## src/sv/cdq_pkg.sv

```systemverilog
// shared types and constants for the circular deque
package cdq_pkg;

    localparam int DEPTH_DEFAULT = 1024;
    localparam int WORD_W        = 32;

    // operation codes carried by kind
    typedef enum logic [1:0] {
        KIND_PUSH_FRONT = 2'd0,
        KIND_PUSH_REAR  = 2'd1,
        KIND_POP_FRONT  = 2'd2,
        KIND_POP_REAR   = 2'd3
    } cdq_kind_t;

    // result status codes
    typedef enum logic [1:0] {
        STATUS_DONE  = 2'd0,
        STATUS_FULL  = 2'd1,
        STATUS_EMPTY = 2'd2
    } cdq_status_t;

    // controller states
    typedef enum logic {
        ST_IDLE = 1'b0,
        ST_RESP = 1'b1
    } cdq_state_t;

endpackage

```

## src/sv/cdq_ctrl.sv

```systemverilog
// pointer, count and end word cache control for the circular deque
module cdq_ctrl #(
    parameter int DEPTH = cdq_pkg::DEPTH_DEFAULT,
    parameter int AW    = $clog2(DEPTH),
    parameter int CW    = $clog2(DEPTH + 1)
) (
    input  logic                                clk,
    input  logic                                rst_n,
    input  logic                                start,
    input  logic [1:0]                          kind,
    input  logic signed [cdq_pkg::WORD_W-1:0]   data_in,
    output logic                                busy,
    output logic                                done,
    output logic [1:0]                          status,
    output logic signed [cdq_pkg::WORD_W-1:0]   pop_value,
    output logic signed [cdq_pkg::WORD_W-1:0]   front_value,
    output logic signed [cdq_pkg::WORD_W-1:0]   rear_value,
    output logic [CW-1:0]                       occupancy,
    output logic                                is_empty,
    output logic                                is_full,
    output logic                                mem_we,
    output logic [AW-1:0]                       mem_waddr,
    output logic signed [cdq_pkg::WORD_W-1:0]   mem_wdata,
    output logic                                mem_re,
    output logic [AW-1:0]                       mem_raddr,
    input  logic signed [cdq_pkg::WORD_W-1:0]   mem_rdata
);

    localparam logic [AW-1:0] LAST_SLOT = AW'(DEPTH - 1);
    localparam logic [CW-1:0] FULL_CNT  = CW'(DEPTH);
    localparam logic [CW-1:0] ONE_CNT   = CW'(1);

    cdq_pkg::cdq_state_t  state_reg, state_next;
    logic [AW-1:0]        front_ptr_reg, front_ptr_next;
    logic [AW-1:0]        rear_ptr_reg, rear_ptr_next;
    logic [CW-1:0]        count_reg, count_next;
    logic                 refresh_front_reg, refresh_front_next;
    logic                 refresh_rear_reg, refresh_rear_next;
    cdq_pkg::cdq_status_t status_reg, status_next;
    logic signed [cdq_pkg::WORD_W-1:0] front_word_reg, front_word_next;
    logic signed [cdq_pkg::WORD_W-1:0] rear_word_reg, rear_word_next;
    logic signed [cdq_pkg::WORD_W-1:0] pop_reg, pop_next;

    logic                 accept;
    logic [AW-1:0]        front_prev, front_succ, rear_prev, rear_succ;
    cdq_pkg::cdq_kind_t   op;

    assign accept = start && (state_reg == cdq_pkg::ST_IDLE);
    assign op     = cdq_pkg::cdq_kind_t'(kind);

    // ring neighbors of both pointers
    assign front_prev = (front_ptr_reg == '0) ? LAST_SLOT : front_ptr_reg - AW'(1);
    assign front_succ = (front_ptr_reg == LAST_SLOT) ? '0 : front_ptr_reg + AW'(1);
    assign rear_prev  = (rear_ptr_reg == '0) ? LAST_SLOT : rear_ptr_reg - AW'(1);
    assign rear_succ  = (rear_ptr_reg == LAST_SLOT) ? '0 : rear_ptr_reg + AW'(1);

    // next state
    always_comb
    begin
        state_next = state_reg;
        case (state_reg)
            cdq_pkg::ST_IDLE: if (start) state_next = cdq_pkg::ST_RESP;
            cdq_pkg::ST_RESP: state_next = cdq_pkg::ST_IDLE;
            default:          state_next = cdq_pkg::ST_IDLE;
        endcase
    end

    // transaction datapath: pointers, count, caches and memory requests
    always_comb
    begin
        front_ptr_next     = front_ptr_reg;
        rear_ptr_next      = rear_ptr_reg;
        count_next         = count_reg;
        refresh_front_next = 1'b0;
        refresh_rear_next  = 1'b0;
        status_next        = status_reg;
        pop_next           = pop_reg;
        front_word_next    = front_word_reg;
        rear_word_next     = rear_word_reg;
        mem_we             = 1'b0;
        mem_waddr          = '0;
        mem_wdata          = data_in;
        mem_re             = 1'b0;
        mem_raddr          = '0;

        // fold the word fetched for a pop into the end cache
        if (refresh_front_reg)
        begin
            front_word_next = mem_rdata;
        end
        if (refresh_rear_reg)
        begin
            rear_word_next = mem_rdata;
        end

        if (accept)
        begin
            status_next = cdq_pkg::STATUS_DONE;
            pop_next    = '0;
            case (op)
                cdq_pkg::KIND_PUSH_FRONT,
                cdq_pkg::KIND_PUSH_REAR:
                begin
                    if (count_reg == FULL_CNT)
                    begin
                        status_next = cdq_pkg::STATUS_FULL;
                    end
                    else
                    begin
                        count_next = count_reg + ONE_CNT;
                        mem_we     = 1'b1;
                        if (count_reg == '0)
                        begin
                            // first word always lands in slot zero
                            front_ptr_next  = '0;
                            rear_ptr_next   = '0;
                            mem_waddr       = '0;
                            front_word_next = data_in;
                            rear_word_next  = data_in;
                        end
                        else if (op == cdq_pkg::KIND_PUSH_FRONT)
                        begin
                            front_ptr_next  = front_prev;
                            mem_waddr       = front_prev;
                            front_word_next = data_in;
                        end
                        else
                        begin
                            rear_ptr_next  = rear_succ;
                            mem_waddr      = rear_succ;
                            rear_word_next = data_in;
                        end
                    end
                end
                cdq_pkg::KIND_POP_FRONT:
                begin
                    if (count_reg == '0)
                    begin
                        status_next = cdq_pkg::STATUS_EMPTY;
                    end
                    else
                    begin
                        pop_next   = front_word_reg;
                        count_next = count_reg - ONE_CNT;
                        if (count_reg > ONE_CNT)
                        begin
                            front_ptr_next     = front_succ;
                            mem_re             = 1'b1;
                            mem_raddr          = front_succ;
                            refresh_front_next = 1'b1;
                        end
                    end
                end
                cdq_pkg::KIND_POP_REAR:
                begin
                    if (count_reg == '0)
                    begin
                        status_next = cdq_pkg::STATUS_EMPTY;
                    end
                    else
                    begin
                        pop_next   = rear_word_reg;
                        count_next = count_reg - ONE_CNT;
                        if (count_reg > ONE_CNT)
                        begin
                            rear_ptr_next     = rear_prev;
                            mem_re            = 1'b1;
                            mem_raddr         = rear_prev;
                            refresh_rear_next = 1'b1;
                        end
                    end
                end
                default:
                begin
                    status_next = status_reg;
                end
            endcase
        end
    end

    // control registers
    always_ff @(posedge clk or negedge rst_n)
    begin
        if (!rst_n)
        begin
            state_reg         <= cdq_pkg::ST_IDLE;
            front_ptr_reg     <= '0;
            rear_ptr_reg      <= '0;
            count_reg         <= '0;
            refresh_front_reg <= 1'b0;
            refresh_rear_reg  <= 1'b0;
        end
        else
        begin
            state_reg         <= state_next;
            front_ptr_reg     <= front_ptr_next;
            rear_ptr_reg      <= rear_ptr_next;
            count_reg         <= count_next;
            refresh_front_reg <= refresh_front_next;
            refresh_rear_reg  <= refresh_rear_next;
        end
    end

    // payload registers
    always_ff @(posedge clk)
    begin
        status_reg     <= status_next;
        pop_reg        <= pop_next;
        front_word_reg <= front_word_next;
        rear_word_reg  <= rear_word_next;
    end

    // handshake outputs from state
    always_comb
    begin
        busy = 1'b0;
        done = 1'b0;
        case (state_reg)
            cdq_pkg::ST_IDLE: busy = 1'b0;
            cdq_pkg::ST_RESP:
            begin
                busy = 1'b1;
                done = 1'b1;
            end
            default: busy = 1'b0;
        endcase
    end

    // result fields, end words bypass the cache while a fetch lands
    assign status      = status_reg;
    assign pop_value   = pop_reg;
    assign occupancy   = count_reg;
    assign is_empty    = (count_reg == '0);
    assign is_full     = (count_reg == FULL_CNT);
    assign front_value = is_empty ? '0 : (refresh_front_reg ? mem_rdata : front_word_reg);
    assign rear_value  = is_empty ? '0 : (refresh_rear_reg ? mem_rdata : rear_word_reg);

    // checks
    a_count_bound: assert property (@(posedge clk) disable iff (!rst_n)
        count_reg <= FULL_CNT)
        else $error("count above depth");

    a_result_follows: assert property (@(posedge clk) disable iff (!rst_n)
        accept |=> done)
        else $error("accepted transaction without result strobe");

    a_refresh_in_resp: assert property (@(posedge clk) disable iff (!rst_n)
        (refresh_front_reg || refresh_rear_reg) |-> (state_reg == cdq_pkg::ST_RESP))
        else $error("cache refresh outside response cycle");

    a_one_refresh: assert property (@(posedge clk) disable iff (!rst_n)
        !(refresh_front_reg && refresh_rear_reg))
        else $error("both end caches refreshed at once");

    a_push_counts: assert property (@(posedge clk) disable iff (!rst_n)
        (accept && !kind[1] && (count_reg != FULL_CNT))
        |=> (count_reg == $past(count_reg) + ONE_CNT))
        else $error("push did not raise count");

endmodule

```

## config.mk

```make
export PLATFORM = sky130hd
export DESIGN_NAME = cdq_ctrl
export DESIGN_NICKNAME = d
export VERILOG_FILES = /design/src/sv/cdq_pkg.sv /design/src/sv/cdq_ctrl.sv
export SDC_FILE = /design/constraint.sdc
export NUM_CORES = 1
export LEC_CHECK = 0
export BUFFER_PORTS_ARGS = -buffer_cell sky130_fd_sc_hd__buf_2
export CORE_ASPECT_RATIO = 2
export CORE_MARGIN = 1
export CORE_UTILIZATION = 53
export CTS_CLUSTER_SIZE = 14
export DETAILED_ROUTE_END_ITERATION = 10
export PLACE_DENSITY = 0.81
export SKIP_CTS_REPAIR_TIMING = 1
export SLEW_MARGIN = 15
export SYNTH_ARGS = -nofsm -noshare
export SYNTH_HDL_FRONTEND = slang
export SYNTH_SLANG_ARGS = --single-unit
```

## constraint.sdc

```tcl
create_clock -name clk -period 3.3 [get_ports clk]
set_clock_uncertainty 0.1 [all_clocks]
set_input_delay 0.495 -clock clk [delete_from_list [all_inputs] [get_ports clk]]
set_output_delay 0.495 -clock clk [all_outputs]
set_load 0.01 [all_outputs]
```

=== Yosys cells after proc, flatten, opt, wreduce, memory -nomap -nowiden ===
Cells that the tools add are included.

* Logic and storage cells: 109
* Flip-flop bits (word level): 132

* Add/subtract/negate cells: 6
* Equal/unequal tests: 14
* Reductions and logical operators: 12
* $lt $le $gt $ge: 1
* Multiplexer cells: 65
* Bitwise gates (word level): 1

{| class="wikitable"
|+ Operators by type and width
! kind !! number
|-
| 32-bit 2-to-1 mux || 16
|-
| 10-bit 2-to-1 mux || 24
|-
| 32-bit one-hot mux with 2 select lines || 1
|-
| 10-bit one-hot mux with 2 select lines || 3
|-
| 11-bit 2-to-1 mux || 2
|-
| 11-bit one-hot mux with 2 select lines || 1
|-
| 10-bit by 1-bit adder with 10-bit output, second input constant || 2
|-
| 10-bit == test, second input constant || 2
|-
| 10-bit zero test || 2
|-
| 10-bit by 1-bit subtractor with 10-bit output, second input constant || 2
|-
| 1-bit 2-to-1 mux || 14
|-
| 2-bit inequality test, second input constant || 6
|-
| 6-bit AND reduction || 2
|-
| 11-bit by 1-bit adder with 11-bit output, second input constant || 1
|-
| 11-bit == test, second input constant || 1
|-
| 11-bit by 1-bit greater-than comparator with 1-bit output, second input constant || 1
|-
| 11-bit zero test || 1
|-
| 11-bit by 1-bit subtractor with 11-bit output, second input constant || 1
|-
| 3-bit inequality test, second input constant || 2
|-
| 2-bit == test, second input constant || 2
|-
| 1-bit one-hot mux with 2 select lines || 2
|-
| 2-bit one-hot mux with 2 select lines || 1
|-
| 2-bit nonzero test || 2
|-
| 2-bit OR reduction || 2
|-
| other kinds (6) || 6
|}

=== Depth between registers and ports, before layout ===
Gate-level depths: netlist of run 1.

* Word-level depth: 7
* Depth in mapped cells: 9

=== Worst setup path before layout of run 1 ===
No wires, ideal clock.

* Path type: register -> output
* From: register front_ptr_reg[0]
* To: output mem_waddr[7]
* Path slack: 0.442 ns
* Required time: 2.705 ns
* Cell stages (with the launch flop): 7
* Data arrival time: 2.263 ns
* Cells stage by stage: dfrtp_1 > inv_1 > ha_1 > or4b_4 > or4_1 > clkbuf_1 > a311oi_1

* Cells in the longest elaborated chain, start to end: 7

{| class="wikitable"
|+ Ends and longest elaborated chain
! what !! RTL line !! RTL
|-
| start, declared || cdq_ctrl.sv:34 || <nowiki>logic [AW-1:0] front_ptr_reg, front_ptr_next;</nowiki>
|-
| start signal, assigned || cdq_ctrl.sv:196 || <nowiki>front_ptr_reg <= front_ptr_next;</nowiki>
|-
| 10-bit by 1-bit subtractor with 10-bit output / 10-bit zero test (equally long branches) || cdq_ctrl.sv:52 || <nowiki>assign front_prev = (front_ptr_reg == '0) ? LAST_SLOT : front_ptr_reg - AW'(1);</nowiki>
|-
| 10-bit 2-to-1 mux (*) || cdq_ctrl.sv:52 ||
|-
| 10-bit 2-to-1 mux (*) || cdq_ctrl.sv:121 || <nowiki>else if (op == cdq_pkg::KIND_PUSH_FRONT)</nowiki>
|-
| 10-bit 2-to-1 mux (*) || cdq_ctrl.sv:112 || <nowiki>if (count_reg == '0)</nowiki>
|-
| 10-bit 2-to-1 mux (*) || cdq_ctrl.sv:104 || <nowiki>if (count_reg == FULL_CNT)</nowiki>
|-
| 10-bit 2-to-1 mux (*) || cdq_ctrl.sv:100 || <nowiki>case (op)</nowiki>
|-
| 10-bit 2-to-1 mux (*) || cdq_ctrl.sv:96 || <nowiki>if (accept)</nowiki>
|-
| end, declared || cdq_ctrl.sv:22 || <nowiki>output logic [AW-1:0] mem_waddr,</nowiki>
|}

Every way passes the cells marked *; elsewhere a longest branch is shown, timed or not.

=== Worst setup path in the final report of run 1 ===
Ends and elaborated chain as after synthesis.

==> results.json, run 1 <==
{
  "outcome": "completed",
  "place_congestion": 1.01,
  "startpoint_type": "flop",
  "layout_common_cells": "buf_2, mux2_2, nor2_1",
  "crit_required_ps": 2700,
  "die_x_um": 89.8,
  "synth-edff-count": 34,
  "num_vias": 7038,
  "critical_path.slowest_cell": "or4b_4",
  "dieArea_um2": 16000,
  "fin_nets": 1088,
  "yosysSeqAreaShare": 0.386,
  "track_usage": 0.288,
  "multi_input_area_um2": 4500,
  "grt_antenna_before_repair": 0,
  "finalWorstSetupSlack_ps": 44.2,
  "cap_viol_max_count": 0,
  "ir_drop_uv": 507,
  "cp_top_family": "simple AND/OR/NAND/NOR gates",
  "syn_avg_cell_area_um2": 9.91,
  "power_density_nw_per_um2": 779,
  "ioPinCount": 236,
  "port_buffers": 235,
  "cp_max_fo": 7,
  "setup_violations": 0,
  "hold_path_class": "primary input to asynchronous set/reset pin",
  "antenna_cells": 0,
  "yosys_warnings": 0,
  "cts_root_buf": "clkbuf_16",
  "cts_tree": "yes",
  "wl_um": 23300,
  "synth_flop_cell": "dfxtp_1",
  "wire_per_inst_um": 19.1,
  "gr-total-overflow": 0,
  "mostFrequentLayoutCell": "buf_2",
  "grt_max_degree": 47,
  "timing.hold.ws_ps": 77.0,
  "core_um2": 15000,
  "drive_above_1_share": 0.403,
  "drt_iter0_markers": 254,
  "power.static_leakage_nw": 4.42,
  "register_area_um2": 3160,
  "slew_headroom": 0.422,
  "slowest_delay_ps": 510,
  "max_freq_mhz": 307,
  "ys_seq_elements": 132,
  "antenna_left": 0,
  "cts_sinks": 132,
  "ys_types": 77,
  "clk_pin_slew_ps": 70,
  "die_h_um": 178,
  "hpwl_um": 16500,
  "synthCells": 825,
  "grt_pass1_wl_um": 35800,
  "clock_latency_ps": 420,
  "area_growth_syn_to_layout_pct": 21.9,
  "first_pass_iters": 4,
  "slew_violations": 0,
  "cts_buffers": 17,
  "viasPerCell": 5.77,
  "htree_levels": 4,
  "initial_core_util": 0.546,
  "syn_area_um2": 8180,
  "critPathCaptureType": "output port",
  "ys_async_sr_fraction": 0.258,
  "worst-path-buf-inv": 2,
  "worst_slew_pin_slew_ps": 868,
  "crit_type": "flop to output port",
  "post-route-period-util": 0.987,
  "syn_nets": 901,
  "place_ws_ps": 277,
  "num_rows": 63,
  "finalHoldViolCount": 0,
  "first_global_vias": 7205,
  "crit_arrival_ps": 2660,
  "crit_chain": "inv_1 > ha_2 > or4b_4 > or4_4 > a311oi_1 > buf_2",
  "fill_cells": 1187,
  "drc": 0,
  "clockBufferDepth": 2,
  "fin_crit_ps": 3260
}
==> synthesized netlist by cell type, types with 5 or more instances <==
master	n	area, um^2
a211oi_1	6	45.0
a21oi_1	20	100
a22oi_1	6	45.0
a31oi_1	9	56.3
and2_1	6	37.5
buf_2	10	50.1
buf_4	37	278
clkbuf_1	41	154
dfrtp_1	34	851
dfxtp_1	64	1280
edfxtp_1	34	1020
ha_1	7	87.6
inv_1	14	52.6
mux2_1	47	529
mux2_2	81	912
mux2i_1	37	370
nand2_1	35	131
nand3_1	19	95.1
nand4_1	6	37.5
nor2_1	70	263
nor2b_1	65	407
nor3_1	9	45.0
nor4_1	7	43.8
o211ai_1	5	37.5
o21ai_0	18	90.1
o22ai_1	6	37.5
o31ai_1	5	37.5
or3_1	6	37.5
xnor2_1	19	166
xor2_1	14	123
==> where the power goes <==
part	leakage [nW]	total (mW)	internal (mW)	switching (mW)
Clock	0.290	1.88	1.08	0.807
Combinational	2.83	3.17	1.53	1.64
Sequential	1.30	2.71	2.19	0.519
Total	4.42	7.77	4.80	2.97
==> worst register-to-register path, stage by stage (launching register included) <==
cell and delay, ps:
dfrtp_1 450, inv_1 120, ha_1 290, clkinv_1 180, buf_4 200, nor4_1 300
nor3_1 170, o21ai_4 270, buf_12 260, mux2_1 380
==> layout make-up <==
type | count | area share
multi-input combinational | 581 | 0.451
sequential | 132 | 0.317
timing repair buffer | 264 | 0.144
clock buffer | 20 | 0.0481
tap | 195 | 0.0245
clock inverter | 12 | 0.0103
inverter | 16 | 0.00602
==> worst paths after layout <==
check / to / startpoint / cells past startpoint / slack (ps)
min in group clk: rear_word_reg[24] / data_in[24] / 2 / 200
min: front_ptr_reg[9] / rst_n / 1 / 80
min reg2reg: front_ptr_reg[0] / front_ptr_reg[0] / 1 / 400
max reg2reg: rear_word_reg[9] / occupancy[0] / 9 / 460
max in group asynchronous: front_ptr_reg[0] / rst_n / 1 / 2400
max: mem_waddr[7] / front_ptr_reg[0] / 6 / 40
==> metal layers <==
layer	global-route usage	vias up	wire length, um
met3	0.0544	93	1360
met2	0.551	318	12700
met1	0.275	3362	7940
li1	-	3265	-
met5	0	-	0
met4	0.195	0	1330
==> kinds of logic (layout without fill, tap and decap cells) <==
kind of cell,count (synthesis),in the layout,share of synthesized area
DFF,132,132,0.386
xor gates and xnor gates,33,33,0.0353
AOI/OAI and AO/OA,115,115,0.0961
muxes,166,166,0.223
buffers and inverters,112,312,0.0736
adders and majority gates,7,7,0.0107
and+or+nand+nor,260,260,0.175
==> per-stage QoR <==
stage / TNS (ps) / utilization / power (mW) / cell area (um^2) / instances
after floorplan: 0 / - / 4.78 / 8180 / 825
after global placement: 0 / 0.620 / 5.70 / 9290 / 1184
after detailed placement: 0 / 0.620 / 5.77 / 9290 / 1184
after CTS: -1010 / 0.659 / 7.68 / 9870 / 1216
after global routing: -27.8 / 0.666 / 8.20 / 9970 / 1220
final: 0 / 0.666 / 7.77 / 9970 / 1220
(Power assumes the default switching activity.)
==> inputs of run 2 (changes only) <==
HOLD_SLACK_MARGIN = 0.12   (was not set)
RECOVER_POWER = 25   (was not set)
SLEW_MARGIN = not set   (was 15)
==> run 2 against run 1 <==
- the flow now finishes with violations (max-capacitance violations, max-slew violations)
- flip-flop and latch count unchanged
- wire length increased by 0.32%
- first-iteration DRC count increased by 7.9%
- sequential share of layout area increased by 0.23 points
- design area decreased by 0.72%
- power about the same
- die area unchanged
- final cell count unchanged
- critical path depth unchanged
- utilization decreased by 0.48 points
- clock power about the same
- via count increased by 0.61%
- highest routed layer unchanged
==> results.json, run 2 (synthesis results as in run 1) <==
{
  "register_area_um2": 3160,
  "mostFrequentLayoutCell": "buf_2",
  "cts_root_buf": "clkbuf_16",
  "cp_top_family": "simple AND/OR/NAND/NOR gates",
  "drc": 0,
  "hpwl_um": 16500,
  "area_growth_syn_to_layout_pct": 21.1,
  "place_congestion": 1.01,
  "crit_type": "flop to output port",
  "violations": "max-capacitance violations, max-slew violations",
  "num_rows": 63,
  "ir_drop_uv": 504,
  "grt_antenna_before_repair": 0,
  "cts_sinks": 132,
  "fin_crit_ps": 3250,
  "crit_chain": "inv_1 > ha_2 > or4b_4 > or4_4 > a311oi_1 > buf_2",
  "die_x_um": 89.8,
  "initial_core_util": 0.546,
  "power.static_leakage_nw": 4.26,
  "startpoint_type": "flop",
  "outcome": "complete, but fails checks",
  "finalHoldViolCount": 0,
  "drt_iter0_markers": 274,
  "fill_cells": 1222,
  "fin_nets": 1088,
  "num_vias": 7081,
  "hold_path_class": "primary input to flop",
  "cts_buffers": 17,
  "power_density_nw_per_um2": 784,
  "drive_above_1_share": 0.347,
  "clock_latency_ps": 420,
  "grt_max_degree": 47,
  "grt_pass1_wl_um": 35800,
  "final_area_um2": 9900,
  "post-route-period-util": 0.986,
  "track_usage": 0.288,
  "worst_slew_pin_slew_ps": 2050,
  "multi_input_area_um2": 4500,
  "port_buffers": 235,
  "dieArea_um2": 16000,
  "crit_arrival_ps": 2660,
  "viasPerCell": 5.80,
  "antenna_cells": 0,
  "place_area_um2": 9290,
  "core_um2": 15000,
  "slowest_delay_ps": 510,
  "htree_levels": 4,
  "clockBufferDepth": 2,
  "clk_pin_slew_ps": 70,
  "critPathCaptureType": "output port",
  "cts_tree": "yes",
  "slew_headroom": -0.367,
  "worst-path-buf-inv": 2,
  "ioPinCount": 236,
  "first_pass_iters": 5,
  "tns_ps": 0,
  "place_ws_ps": 277,
  "slew_violations": 35,
  "setup_violations": 0,
  "finalWorstSetupSlack_ps": 46.2,
  "max_freq_mhz": 307,
  "p_total_mw": 7.76,
  "gr-total-overflow": 0,
  "die_h_um": 178,
  "crit_required_ps": 2700,
  "layout_common_cells": "buf_2, mux2_2, nor2_1",
  "cp_max_fo": 7,
  "first_global_vias": 7205,
  "critical_path.slowest_cell": "or4b_4",
  "wire_per_inst_um": 19.2,
  "antenna_left": 0,
  "cap_viol_max_count": 1,
  "wl_um": 23400
}
-- run 2: changes by cell type in the layout (fill, tap and decap cells not counted) --
cell | before | now
buf_2 | 235 | 178
clkbuf_1 | 1 | 58
-- run 2: cell type report --
cell class / instances / share of cell area
sequential: 132 / 0.319
inverter: 16 / 0.00607
clock buffer: 20 / 0.0484
multi-input combinational: 581 / 0.454
timing repair buffer: 264 / 0.137
clock inverter: 12 / 0.0104
tap: 195 / 0.0246
-- run 2: layer usage --
metal | global-route usage | up-vias | wire (um)
li1 | - | 3263 | -
met1 | 0.275 | 3395 | 7960
met2 | 0.551 | 330 | 12700
met3 | 0.0544 | 93 | 1370
met4 | 0.195 | 0 | 1330
met5 | 0 | - | 0
-- run 2: worst reg2reg max path, stage by stage (launching register included) --
cell and delay, ps:
dfrtp_1 450, inv_1 120, ha_1 290, clkinv_1 170
buf_4 200, nor4_1 310, nor3_1 180, o21ai_4 270
buf_12 260, mux2_1 380
-- run 2: worst paths after layout --
path	cells past startpoint	slack (ps)	from	end
setup / recovery	6	50	front_ptr_reg[0]	mem_waddr[7]
hold / removal	2	200	data_in[24]	rear_word_reg[24]
setup reg to reg	9	450	occupancy[0]	rear_word_reg[9]
hold reg to reg	1	400	front_ptr_reg[0]	front_ptr_reg[0]
max in group asynchronous	1	1200	rst_n	front_ptr_reg[0]
min in group asynchronous	1	550	rst_n	front_ptr_reg[9]
-- run 2: where the power goes --
group | internal (mW) | total, mW | switching [mW]
Clock | 1.08 | 1.88 | 0.807
Sequential | 2.19 | 2.72 | 0.523
Combinational | 1.52 | 3.16 | 1.64
-- run 2: through the flow --
step                instances  hold WS [ps]   util
global route             1220           205  0.661
CTS                      1216          96.2  0.659
floorplan                 825          99.4      -
detailed placement       1184           457  0.620
global placement         1184           443  0.620
finish                   1220           201  0.661
==> inputs of run 3 (changes only) <==
CTS_CLUSTER_DIAMETER = 30   (was not set)
PLACE_DENSITY = 0.92   (was 0.81)
==> run 3 against run 2 <==
- the flow still finishes with violations (max-capacitance violations, max-slew violations)
- setup slack better by 20 ps
- critical path type unchanged
- global-route usage is 0.47 points higher
- sequential power about the same
- largest power group unchanged
==> results.json, run 3 (synthesis results as in run 1) <==
{
  "outcome": "complete, but fails checks",
  "violations": "max-capacitance violations, max-slew violations",
  "clockBufferDepth": 2,
  "hold_path_class": "primary input to flop",
  "p_total_mw": 7.77,
  "reg2reg_slack_ps": 490,
  "area_growth_syn_to_layout_pct": 20.4,
  "power_frac_comb": 0.413,
  "setup_violations": 0,
  "viasPerCell": 5.87,
  "stdcell_count": 1216,
  "clock_latency_ps": 410,
  "place_area_um2": 9270,
  "timing.rr.start": "occupancy[0]",
  "drc": 0,
  "ioPinCount": 236,
  "min_delay_worst_endpoint": "rear_word_reg[25]",
  "grt_max_degree": 51,
  "worst_slew_pin_slew_ps": 2060,
  "rsz0062_at_grt": "true",
  "die_h_um": 178,
  "antenna_cells": 0,
  "core_um2": 15000,
  "finalHoldViolCount": 0,
  "htree_levels": 4,
  "die_x_um": 89.8,
  "post-route-period-util": 0.980,
  "holdPathStages": 2,
  "reg2reg_depth": 7,
  "final_area_um2": 9840,
  "num_rows": 63,
  "power_density_nw_per_um2": 790,
  "initial_core_util": 0.546,
  "place_congestion": 0.959,
  "seqPwrFrac": 0.347,
  "layout_common_cells": "buf_2, mux2_2, nor2_1",
  "port_buffers": 235,
  "hpwl_um": 17200,
  "slew_headroom": -0.372,
  "p_sw_frac": 0.386,
  "min_from": "data_in[25]",
  "antenna_left": 0,
  "cts_sinks": 132,
  "crit_chain": "inv_1 > ha_2 > or4b_4 > or3_4 > a21o_1 > a21oi_1 > buf_2",
  "grt_pass1_wl_um": 36600,
  "first_pass_iters": 5,
  "first_global_vias": 7334,
  "fin_crit_ps": 3230,
  "startpoint_type": "flop",
  "cts_root_buf": "clkbuf_16",
  "place_inst": 1183,
  "crit_arrival_ps": 2640,
  "wire_per_inst_um": 19.4,
  "crit_type": "flop to output port",
  "mostFrequentLayoutCell": "buf_2",
  "grt_use_met2": 0.541,
  "dieArea_um2": 16000,
  "slew_violations": 35,
  "gr-total-overflow": 0,
  "clk_pin_slew_ps": 70,
  "busiest_layer": "met2",
  "cp_max_fo": 9,
  "ir_drop_uv": 487,
  "critPathCaptureType": "output port",
  "cap_viol_max_count": 1,
  "num_vias": 7140,
  "fin_util": 0.657,
  "pwr-share-clk": 0.240,
  "p_sw_mw": 3.00,
  "tns_ps": 0,
  "drive_above_1_share": 0.341,
  "track_usage": 0.293,
  "grt_use_met3": 0.0626,
  "cts_tree": "yes",
  "fin_nets": 1084,
  "grt_antenna_before_repair": 0,
  "r2r-end": "rear_word_reg[11]",
  "internal_power_mw": 4.77,
  "max_freq_mhz": 309,
  "wl_um": 23600,
  "power.static_leakage_nw": 4.21,
  "met1_usage": 0.278,
  "crit_required_ps": 2700,
  "drt_iter0_markers": 319,
  "cts_buffers": 17,
  "slowest_delay_ps": 500,
  "critical_path.slowest_cell": "or4b_4"
}
run 3: cell types whose count changed in the layout (fill, tap and decap cells not counted), sizes merged:
cell / delta
buf: -5
clkinvlp: +4
clkinv: -3
bufinv: +1
clkbuf: -1
run 3: power by group through the flow:
stage | registers (mW) | clock network, mW | logic, mW
final | 2.70 | 1.87 | 3.21
after detailed placement | 2.70 | 0 | 3.12
after global placement | 2.66 | 0 | 3.04
after floorplan | 2.54 | 0 | 2.24
after global routing | 2.77 | 1.95 | 3.49
after CTS | 2.67 | 1.89 | 3.14
run 3: how the worst max path moves through the flow:
stage / startpoint / to / slack (ps) / cells after the start
final: rear_ptr_reg[0] / mem_raddr[1] / 70 / 7
after global routing: front_ptr_reg[1] / mem_waddr[3] / 6 / 8
after CTS: front_ptr_reg[0] / mem_waddr[0] / -130 / 6
after detailed placement: front_ptr_reg[0] / mem_waddr[0] / 320 / 6
after global placement: front_ptr_reg[0] / mem_waddr[5] / 340 / 8
after floorplan: front_ptr_reg[0] / mem_waddr[7] / 440 / 6
run 3: critical path, delay by kind of cell (launching register included):
| family | cells | cell delay, ps |
|---|---|---|
| AOI/OAI and AO/OA | 2 | 380 |
| adders and majority gates | 1 | 230 |
| buffers and inverters | 2 | 250 |
| DFF | 1 | 460 |
| and+or+nand+nor | 2 | 910 |
run 3: per-stage QoR:
step | hold WS [ps] | setup WS [ps]
floorplan | 99.4 | 442
global placement | 444 | 342
detailed placement | 460 | 316
CTS | 99.2 | -128
global route | 205 | 5.79
finish | 211 | 66.6
run 3: final cells by class:
cell class	instances	area [um^2]
inverter	16	63.8
sequential	132	3150
tap	195	244
fill	1215	5130
timing repair buffer	260	1320
multi-input combinational	581	4500
clock inverter	14	140
clock buffer	18	429
run 3: metal layers:
metal / routed length (um) / share of wire
met5: 0 / 0
met4: 1680 / 0.071
met1: 7860 / 0.33
met2: 12700 / 0.54
met3: 1340 / 0.057
